==> src/design/mcpd_pkg.sv <==
// Shared types, field layout and result codes of the multi-class priority deque.
package mcpd_pkg;

    // Control sequence: latch command, read queue record, deliver result.
    typedef enum logic [1:0] {
        ST_IDLE,
        ST_META,
        ST_RESP
    } state_t;

    // Command codes
    localparam logic CMD_ADD   = 1'b0;
    localparam logic CMD_SERVE = 1'b1;

    // Result codes
    localparam int RC_W = 3;
    localparam logic [RC_W-1:0] RC_ADDED     = 3'd0;
    localparam logic [RC_W-1:0] RC_FULL      = 3'd1;
    localparam logic [RC_W-1:0] RC_SERVED    = 3'd2;
    localparam logic [RC_W-1:0] RC_EMPTY     = 3'd3;
    localparam logic [RC_W-1:0] RC_BAD_INDEX = 3'd4;

    // Field widths on the stream ports
    localparam int CMD_W    = 1;
    localparam int QIDX_W   = 4;
    localparam int ITEM_W   = 16;
    localparam int URGENT_W = 1;
    localparam int COUNT_W  = 4;

    localparam int IN_TDATA_W  = 24;
    localparam int OUT_TDATA_W = 24;
    localparam int OUT_PAD_W   = OUT_TDATA_W - RC_W - ITEM_W - COUNT_W;

    // Wide enough to compare a queue index against a queue count up to 511
    localparam int QCMP_W = 9;

endpackage

==> src/design/multi_class_priority_deque.sv <==
// Top level of the multi-class priority deque: control sequence, pointer math, result stage.
//
// One bounded ring queue of item IDs per class. Commands arrive on the
// s_axis channel, one result per command leaves on the m_axis channel.
// An add (cmd 0) puts item_id at the head when urgent is set, else at the
// tail; a full queue rejects it. A serve (cmd 1) pops the head item or
// reports an empty queue. A queue index of NUM_QUEUES or more is answered
// with the bad-index code and changes nothing.
// Timing: the command is taken in IDLE, the queue record (head, count)
// comes out of the record memory in the next cycle (META), the item
// memory is written or read in META, and the result enters the output
// register from RESP once that register is free. No new command is
// accepted until the last one's result has entered the output register;
// the registered reads of both memories set this sequence.
// The output register parts the two sides: a waiting result does not stop
// the next command from entering; only the result of that next command
// waits in the final step until the receiver takes the old one.
// Reset clears all queue counts and head pointers at once (valid bits on
// the record memory); the item memory is not cleared and needs no pass.
module multi_class_priority_deque #(
    parameter int NUM_QUEUES  = 16,
    parameter int QUEUE_DEPTH = 8,
    parameter int ID_WIDTH    = 16
) (
    input  logic                                 clk,
    input  logic                                 rst_n,
    // Fields from bit 0: cmd, queue_index[3:0], item_id[15:0], urgent, zero pad
    input  logic [mcpd_pkg::IN_TDATA_W-1:0]      s_axis_tdata,
    input  logic                                 s_axis_tvalid,
    output logic                                 s_axis_tready,
    // Fields from bit 0: result_code[2:0], served_id[15:0], queue_count[3:0], zero pad
    output logic [mcpd_pkg::OUT_TDATA_W-1:0]     m_axis_tdata,
    output logic                                 m_axis_tvalid,
    input  logic                                 m_axis_tready
);

    localparam int QW      = (NUM_QUEUES > 1) ? $clog2(NUM_QUEUES) : 1;
    localparam int PW      = (QUEUE_DEPTH > 1) ? $clog2(QUEUE_DEPTH) : 1;
    localparam int CW      = $clog2(QUEUE_DEPTH + 1);
    localparam int SW      = CW + 1;
    localparam int MW      = PW + CW;
    localparam int ENTRIES = NUM_QUEUES * QUEUE_DEPTH;
    localparam int EAW     = (ENTRIES > 1) ? $clog2(ENTRIES) : 1;

    // Input field extraction
    logic                            in_cmd;
    logic [mcpd_pkg::QIDX_W-1:0]     in_qidx;
    logic [mcpd_pkg::ITEM_W-1:0]     in_item;
    logic                            in_urgent;
    logic [QW-1:0]                   in_q;
    logic [ID_WIDTH-1:0]             in_id;
    logic                            in_bad;
    logic                            accept;

    assign in_cmd    = s_axis_tdata[0];
    assign in_qidx   = s_axis_tdata[4:1];
    assign in_item   = s_axis_tdata[20:5];
    assign in_urgent = s_axis_tdata[21];
    assign in_bad    = {{(mcpd_pkg::QCMP_W - mcpd_pkg::QIDX_W){1'b0}}, in_qidx}
                       >= mcpd_pkg::QCMP_W'(NUM_QUEUES);
    assign accept    = s_axis_tvalid && s_axis_tready;

    // Resize queue index and ID bitwise (either side may be the wider one)
    always_comb
    begin
        for (int i = 0; i < QW; i++)
        begin
            in_q[i] = (i < mcpd_pkg::QIDX_W) ? in_qidx[i] : 1'b0;
        end
        for (int i = 0; i < ID_WIDTH; i++)
        begin
            in_id[i] = (i < mcpd_pkg::ITEM_W) ? in_item[i] : 1'b0;
        end
    end

    // Latched command
    logic                cmd_reg;
    logic [QW-1:0]       q_reg;
    logic [ID_WIDTH-1:0] id_reg;
    logic                urgent_reg;
    logic                bad_reg;

    always_ff @(posedge clk)
    begin
        if (accept)
        begin
            cmd_reg    <= in_cmd;
            q_reg      <= in_q;
            id_reg     <= in_id;
            urgent_reg <= in_urgent;
            bad_reg    <= in_bad;
        end
    end

    // Memories
    logic                meta_rd_en;
    logic [MW-1:0]       meta_rd_data;
    logic                meta_wr_en;
    logic [MW-1:0]       meta_wr_data;
    logic                entry_rd_en;
    logic                entry_wr_en;
    logic [EAW-1:0]      entry_addr;
    logic [ID_WIDTH-1:0] entry_rd_data;

    mcpd_meta_store #(
        .DEPTH (NUM_QUEUES),
        .WIDTH (MW)
    ) u_meta (
        .clk     (clk),
        .rst_n   (rst_n),
        .rd_en   (meta_rd_en),
        .rd_addr (in_q),
        .rd_data (meta_rd_data),
        .wr_en   (meta_wr_en),
        .wr_addr (q_reg),
        .wr_data (meta_wr_data)
    );

    mcpd_entry_ram #(
        .DEPTH (ENTRIES),
        .WIDTH (ID_WIDTH)
    ) u_entry (
        .clk     (clk),
        .rd_en   (entry_rd_en),
        .wr_en   (entry_wr_en),
        .addr    (entry_addr),
        .wr_data (id_reg),
        .rd_data (entry_rd_data)
    );

    // Ring pointer math on the fetched record
    logic [PW-1:0]  head_cur;
    logic [CW-1:0]  cnt_cur;
    logic [PW-1:0]  head_dec;
    logic [PW-1:0]  head_inc;
    logic [SW-1:0]  tail_sum;
    logic [PW-1:0]  tail_slot;
    logic           q_full;
    logic           q_empty;
    logic [EAW-1:0] q_base;
    logic [PW-1:0]  slot;

    assign head_cur  = meta_rd_data[PW-1:0];
    assign cnt_cur   = meta_rd_data[MW-1:PW];
    assign head_dec  = (head_cur == '0) ? PW'(QUEUE_DEPTH - 1) : head_cur - 1'b1;
    assign head_inc  = (head_cur == PW'(QUEUE_DEPTH - 1)) ? '0 : head_cur + 1'b1;
    assign tail_sum  = SW'(head_cur) + SW'(cnt_cur);
    // head + count stays below twice the depth: one subtract wraps it
    assign tail_slot = (tail_sum >= SW'(QUEUE_DEPTH)) ? PW'(tail_sum - SW'(QUEUE_DEPTH))
                                                      : PW'(tail_sum);
    assign q_full    = (cnt_cur == CW'(QUEUE_DEPTH));
    assign q_empty   = (cnt_cur == '0);
    assign q_base    = EAW'(q_reg) * EAW'(QUEUE_DEPTH);
    assign entry_addr = q_base + EAW'(slot);

    // Control sequence
    mcpd_pkg::state_t state_reg, state_next;

    logic                       out_valid_reg;
    logic                       out_load;
    logic [mcpd_pkg::RC_W-1:0]  code_reg, code_next;
    logic [CW-1:0]              cnt_reg, cnt_next;

    assign out_load = (state_reg == mcpd_pkg::ST_RESP) && (!out_valid_reg || m_axis_tready);

    always_comb
    begin
        state_next = state_reg;
        case (state_reg)
            mcpd_pkg::ST_IDLE:
            begin
                if (accept)
                begin
                    state_next = mcpd_pkg::ST_META;
                end
            end
            mcpd_pkg::ST_META:
            begin
                state_next = mcpd_pkg::ST_RESP;
            end
            mcpd_pkg::ST_RESP:
            begin
                if (out_load)
                begin
                    state_next = mcpd_pkg::ST_IDLE;
                end
            end
            default:
            begin
                state_next = mcpd_pkg::ST_IDLE;
            end
        endcase
    end

    always_comb
    begin
        s_axis_tready = 1'b0;
        meta_rd_en    = 1'b0;
        meta_wr_en    = 1'b0;
        meta_wr_data  = {cnt_cur, head_cur};
        entry_rd_en   = 1'b0;
        entry_wr_en   = 1'b0;
        slot          = head_cur;
        code_next     = code_reg;
        cnt_next      = cnt_reg;
        case (state_reg)
            mcpd_pkg::ST_IDLE:
            begin
                s_axis_tready = 1'b1;
                meta_rd_en    = s_axis_tvalid;
            end
            mcpd_pkg::ST_META:
            begin
                if (bad_reg)
                begin
                    code_next = mcpd_pkg::RC_BAD_INDEX;
                    cnt_next  = '0;
                end
                else if (cmd_reg == mcpd_pkg::CMD_ADD)
                begin
                    if (q_full)
                    begin
                        code_next = mcpd_pkg::RC_FULL;
                        cnt_next  = cnt_cur;
                    end
                    else
                    begin
                        // urgent: new head one slot back; regular: write behind the tail
                        slot         = urgent_reg ? head_dec : tail_slot;
                        entry_wr_en  = 1'b1;
                        meta_wr_en   = 1'b1;
                        meta_wr_data = {cnt_cur + 1'b1, urgent_reg ? head_dec : head_cur};
                        code_next    = mcpd_pkg::RC_ADDED;
                        cnt_next     = cnt_cur + 1'b1;
                    end
                end
                else
                begin
                    if (q_empty)
                    begin
                        code_next = mcpd_pkg::RC_EMPTY;
                        cnt_next  = '0;
                    end
                    else
                    begin
                        slot         = head_cur;
                        entry_rd_en  = 1'b1;
                        meta_wr_en   = 1'b1;
                        meta_wr_data = {cnt_cur - 1'b1, head_inc};
                        code_next    = mcpd_pkg::RC_SERVED;
                        cnt_next     = cnt_cur - 1'b1;
                    end
                end
            end
            mcpd_pkg::ST_RESP:
            begin
            end
            default:
            begin
            end
        endcase
    end

    always_ff @(posedge clk or negedge rst_n)
    begin
        if (!rst_n)
        begin
            state_reg <= mcpd_pkg::ST_IDLE;
        end
        else
        begin
            state_reg <= state_next;
        end
    end

    always_ff @(posedge clk)
    begin
        code_reg <= code_next;
        cnt_reg  <= cnt_next;
    end

    // Result stage
    logic [mcpd_pkg::ITEM_W-1:0]  served_id;
    logic [mcpd_pkg::COUNT_W-1:0] count_out;
    logic [mcpd_pkg::RC_W-1:0]    out_code_reg;
    logic [mcpd_pkg::ITEM_W-1:0]  out_id_reg;
    logic [mcpd_pkg::COUNT_W-1:0] out_cnt_reg;

    always_comb
    begin
        for (int i = 0; i < mcpd_pkg::ITEM_W; i++)
        begin
            served_id[i] = (i < ID_WIDTH) ? entry_rd_data[i] : 1'b0;
        end
        // count shown modulo 16
        for (int i = 0; i < mcpd_pkg::COUNT_W; i++)
        begin
            count_out[i] = (i < CW) ? cnt_reg[i] : 1'b0;
        end
    end

    always_ff @(posedge clk or negedge rst_n)
    begin
        if (!rst_n)
        begin
            out_valid_reg <= 1'b0;
        end
        else if (out_load)
        begin
            out_valid_reg <= 1'b1;
        end
        else if (m_axis_tready)
        begin
            out_valid_reg <= 1'b0;
        end
    end

    always_ff @(posedge clk)
    begin
        if (out_load)
        begin
            out_code_reg <= code_reg;
            out_id_reg   <= (code_reg == mcpd_pkg::RC_SERVED) ? served_id : '0;
            out_cnt_reg  <= count_out;
        end
    end

    assign m_axis_tvalid = out_valid_reg;
    assign m_axis_tdata  = {{mcpd_pkg::OUT_PAD_W{1'b0}}, out_cnt_reg, out_id_reg, out_code_reg};

endmodule

==> src/design/mcpd_meta_store.sv <==
// Per-queue record memory (head pointer and count) with reset-cleared valid bits.
module mcpd_meta_store #(
    parameter int  DEPTH = 16,
    parameter int  WIDTH = 7,
    localparam int AW    = (DEPTH > 1) ? $clog2(DEPTH) : 1
) (
    input  logic                     clk,
    input  logic                     rst_n,
    input  logic                     rd_en,
    input  logic [AW-1:0]            rd_addr,
    output logic [WIDTH-1:0]         rd_data,
    input  logic                     wr_en,
    input  logic [AW-1:0]            wr_addr,
    input  logic [WIDTH-1:0]         wr_data
);

    logic [WIDTH-1:0] mem [DEPTH];
    logic [DEPTH-1:0] valid_reg;
    logic [WIDTH-1:0] rd_data_reg;
    logic             rd_valid_reg;

    // Records never written read as zero (empty queue, head at slot 0).
    always_ff @(posedge clk or negedge rst_n)
    begin
        if (!rst_n)
        begin
            valid_reg    <= '0;
            rd_valid_reg <= 1'b0;
        end
        else
        begin
            if (wr_en)
            begin
                valid_reg[wr_addr] <= 1'b1;
            end
            if (rd_en)
            begin
                rd_valid_reg <= valid_reg[rd_addr];
            end
        end
    end

    always_ff @(posedge clk)
    begin
        if (wr_en)
        begin
            mem[wr_addr] <= wr_data;
        end
        if (rd_en)
        begin
            rd_data_reg <= mem[rd_addr];
        end
    end

    assign rd_data = rd_valid_reg ? rd_data_reg : '0;

endmodule

==> src/design/mcpd_entry_ram.sv <==
// Single-port item ID memory holding every queue's ring slots.
module mcpd_entry_ram #(
    parameter int  DEPTH = 128,
    parameter int  WIDTH = 16,
    localparam int AW    = (DEPTH > 1) ? $clog2(DEPTH) : 1
) (
    input  logic             clk,
    input  logic             rd_en,
    input  logic             wr_en,
    input  logic [AW-1:0]    addr,
    input  logic [WIDTH-1:0] wr_data,
    output logic [WIDTH-1:0] rd_data
);

    logic [WIDTH-1:0] mem [DEPTH];
    logic [WIDTH-1:0] rd_data_reg;

    always_ff @(posedge clk)
    begin
        if (wr_en)
        begin
            mem[addr] <= wr_data;
        end
        if (rd_en)
        begin
            rd_data_reg <= mem[addr];
        end
    end

    assign rd_data = rd_data_reg;

endmodule

==> config.mk <==
export PLATFORM = sky130hd
export DESIGN_NAME = multi_class_priority_deque
export DESIGN_NICKNAME = d
export VERILOG_FILES = /design/src/design/mcpd_pkg.sv /design/src/design/multi_class_priority_deque.sv /design/src/design/mcpd_meta_store.sv /design/src/design/mcpd_entry_ram.sv
export SDC_FILE = /design/constraint.sdc
export NUM_CORES = 2
export LEC_CHECK = 0
export ABC_AREA = 1
export BUFFER_PORTS_ARGS = -buffer_cell sky130_fd_sc_hd__buf_2
export CAP_MARGIN = 40
export CORE_ASPECT_RATIO = 0.9
export CORE_MARGIN = 2
export CORE_UTILIZATION = 35
export CTS_CLUSTER_DIAMETER = 200
export DETAILED_ROUTE_END_ITERATION = 10
export PLACE_DENSITY = 0.51
export SLEW_MARGIN = 20
export SYNTH_ARGS = -nofsm -noshare
export SYNTH_HDL_FRONTEND = slang
export SYNTH_SLANG_ARGS = --single-unit
==> constraint.sdc <==
create_clock -name clk -period 6.2 [get_ports clk]
set_input_delay 0.31 -clock clk [delete_from_list [all_inputs] [get_ports clk]]
set_output_delay 0.31 -clock clk [all_outputs]
set_load 0.03 [all_outputs]
==> flow_summary.ini <==
[critical_path]
critical_path.max_fanout = 83
worst_ep_arrival_time_ps = 5880
timing_worst_setup_path_type = flip-flop to flip-flop
timing.critical_path.to_type = flip-flop
cp_data_required_time_ps = 6800
worst_setup_path_start_kind = flip-flop

[place]
port-buffer-count = 49
place_inst = 11900
pre_cts_slack_ps = 868
dpl-instance-area_um2 = 98400
dpl.hpwl_um = 149000
finalWeightedCongestion = 0.826

[clock_tree]
cts-root-to-sink-buffers = 4
h-tree-depth = 4
post_cts_buffers = 0
cts_tree = yes
post_cts.resized_instances = 0
tritoncts.num_buffers = 243
clock-sinks = 2253
root_buffer = sky130_fd_sc_hd__clkbuf_16
clkSlewWorstSetupHoldPaths_ps = 60
worstSkewPairLatency_ps = 910

[power_and_ir_drop]
total_leakage_power_nw = 41.6
peakVddDrop_mv = 0.339
cellPowerDensity_nw_per_um2 = 411

[timing]
highest_attainable_clock_frequency_mhz = 189
worst_clock_skew_ps = 56.6
tns_ps = 0
timing.final.crit_share = 0.852
post-route-worst-setup-slack_ps = 920
max-slew-margin-rel = 0.157
layout_min_cycle_time_ps = 5280
drv_slew = 0
worst_slew_pin_slew_ps = 1260
grt_setup_unrepaired = no
final_hold_viol_count = 0
setup_viol = 0

[worst_hold_path]
hp-class = input port to flip-flop

[routing]
routed_via_density = 4.93
remaining_drc_errors = 0
wl_per_cell_um = 21.5
vias = 60900
wirelength_um = 266000
drt-pass1-iter-count = 6
ant_nets = 0
first_iter_violations = 6442

[grt]
grt_util_all_layers = 0.192
pin_count_of_the_biggest_net_entering_global_routing = 182
grt_first_pass_wirelength_um = 388000
grt_pass1_vias = 56500
grt-ovfl-total = 0
initial_antenna_violation_count = 7

[outcome]
outcome = completed

[synth]
synth_area_um2 = 92900
post-synth-top-area-cell = sky130_fd_sc_hd__edfxtp_1
ys_seq_area_frac = 0.727
syn-instance-count = 8485
synthDistinctLibCells = 39
syn_avg_cell_area_um2 = 10.9
yosys.area.top_type_share = 0.722
postSynthRegisterBits = 2253
synthesis_warning_total = 0
post_synth_main_area_contributors = sky130_fd_sc_hd__edfxtp_1, sky130_fd_sc_hd__nand2_1, sky130_fd_sc_hd__nand3_1, sky130_fd_sc_hd__nor2_1, sky130_fd_sc_hd__o21ai_1

[finish]
final_layout_size_suffix_gt1_frac = 0.0817
final_cell_count_no_fill = 12400
reg.largest.list = u_entry.mem x2048, u_meta.mem x112
fillers = 25000
nets = 8660
synthToLayoutAreaGrowth_pct = 14.5
largest_register = u_entry.mem
largest_reg_flops = 2048
area_taken_by_multi_input_logic_gates_um2 = 23000
layout_common_cells = sky130_fd_sc_hd__nand2_1, sky130_fd_sc_hd__edfxtp_1, sky130_fd_sc_hd__nand3_1, sky130_fd_sc_hd__nor2_1, sky130_fd_sc_hd__o21ai_1
leading_cell_type_in_the_layout_fill_and_taps_excluded = sky130_fd_sc_hd__nand2_1
post-route-cell-area_um2 = 106000
register_area_um2 = 67600

[floorplanning]
row_count = 179
dieArea_um2 = 270000
fp.dieW_um = 547
initial_core_util = 0.352
core_area_um2 = 264000
die-height_um = 493
pin_count = 54

[job]
cap_violations = 0
==> metal layers <==
metal  wire (um)  up-vias  track usage  share of wire
li1            -    28800            -              -
met2      122000     1948        0.302           0.46
met5           0        -            0              0
met3       17300      344       0.0255          0.065
met1      120000    29800        0.280           0.45
met4        6500        0       0.0511          0.024
==> per-stage QoR <==
step	hold WS [ps]	power, mW	utilization
6_report	118	43.7	0.403
4_1_cts	48.6	44.1	0.402
3_5_place_dp	345	30.0	0.373
2_1_floorplan	14.4	25.4	-
5_1_grt	87.2	45.9	0.403
3_3_place_gp	318	29.8	0.371
==> cell families (layout without fill, tap and decap cells) <==
kind of cell             Yosys count  after routing  synth area share
AND/OR/NAND/NOR                 5274           5274             0.222
adder cells (fa/ha/maj)            7              7           0.00102
buffers and inverters            550            884            0.0261
other                              1              6         0.0000404
flip-flops                      2253           2253             0.727
AO/OA/AOI/OAI                    397            397            0.0230
XOR/XNOR                           3              3          0.000283
==> synth_stat cells <==
cell type	number
sky130_fd_sc_hd__a32o_1	1
sky130_fd_sc_hd__nor2_1	408
sky130_fd_sc_hd__buf_6	2
sky130_fd_sc_hd__dfrtp_1	20
sky130_fd_sc_hd__a21o_1	1
sky130_fd_sc_hd__inv_2	6
sky130_fd_sc_hd__o32ai_1	1
sky130_fd_sc_hd__inv_1	64
sky130_fd_sc_hd__nand4_4	1
sky130_fd_sc_hd__buf_4	11
sky130_fd_sc_hd__nand3_1	609
sky130_fd_sc_hd__a31oi_1	2
sky130_fd_sc_hd__a21oi_2	2
sky130_fd_sc_hd__nor2_2	2
sky130_fd_sc_hd__buf_1	27
sky130_fd_sc_hd__xor2_1	3
sky130_fd_sc_hd__o31ai_1	1
sky130_fd_sc_hd__conb_1	1
sky130_fd_sc_hd__o221ai_1	25
sky130_fd_sc_hd__a21oi_1	9
sky130_fd_sc_hd__fa_1	1
sky130_fd_sc_hd__nor3b_1	2
sky130_fd_sc_hd__nand2_1	4232
sky130_fd_sc_hd__nand2_2	4
sky130_fd_sc_hd__clkbuf_1	193
sky130_fd_sc_hd__ha_1	6
sky130_fd_sc_hd__o211ai_1	8
sky130_fd_sc_hd__or2_2	10
sky130_fd_sc_hd__nand3_2	1
sky130_fd_sc_hd__o22ai_1	6
sky130_fd_sc_hd__edfxtp_1	2233
sky130_fd_sc_hd__nor2_4	1
sky130_fd_sc_hd__o21ai_1	257
sky130_fd_sc_hd__nand4_1	1
sky130_fd_sc_hd__clkinv_1	3
sky130_fd_sc_hd__buf_2	244
sky130_fd_sc_hd__o21a_1	1
sky130_fd_sc_hd__nor3_1	3
sky130_fd_sc_hd__o21ai_0	83
==> worst paths after layout <==
kind	startpoint	endpoint	slack (ps)	cells past startpoint
setup / recovery	u_meta.rd_valid_reg$_DFFE_PN0P_	u_entry.mem[26][10]$_DFFE_PP_	920	12
hold / removal	s_axis_tdata[20]	id_reg[15]$_DFFE_PP_	120	2
setup reg to reg	u_meta.rd_valid_reg$_DFFE_PN0P_	u_entry.mem[26][10]$_DFFE_PP_	920	12
hold reg to reg	cnt_reg[3]$_DFFE_PP_	out_cnt_reg[3]$_DFFE_PP_	420	0
max in group asynchronous	rst_n	u_meta.valid_reg[11]$_DFFE_PN0P_	4420	5
min in group asynchronous	rst_n	state_reg[0]$_DFFE_PN0P_	490	3
==> worst max-delay path, stage by stage, from the launching register on <==
cell,delay [ps]
sky130_fd_sc_hd__dfrtp_1,520
sky130_fd_sc_hd__nand2_1,210
sky130_fd_sc_hd__ha_1,280
sky130_fd_sc_hd__nand4_4,160
sky130_fd_sc_hd__nand2_1,130
sky130_fd_sc_hd__nor2_1,100
sky130_fd_sc_hd__nand2_8,460
sky130_fd_sc_hd__nand2_8,400
sky130_fd_sc_hd__inv_8,650
sky130_fd_sc_hd__buf_12,370
sky130_fd_sc_hd__nand2_2,520
sky130_fd_sc_hd__nor2_1,730
sky130_fd_sc_hd__buf_4,310
==> report_power, final <==
part | switching, mW | total, mW | internal (mW)
Combinational | 9.09 | 12.1 | 3.04
Sequential | 0.0950 | 17.5 | 17.4
Clock | 5.99 | 14.1 | 8.06
Total | 15.2 | 43.7 | 28.5
==> layout make-up <==
cell class	count	area share
sequential	2253	0.635
antenna	4	0.0000941
tap	3529	0.0415
multi-input combinational	5683	0.217
clock buffer	293	0.0591
inverter	73	0.00267
clock inverter	147	0.0126
timing repair buffer	371	0.0323
==> what timing repair did <==
item	4_1_cts	5_1_grt
hold endpoints to repair	50	0
hold buffers	26	0
setup endpoints to repair	0	0
Power figures use the tool's default switching activity.
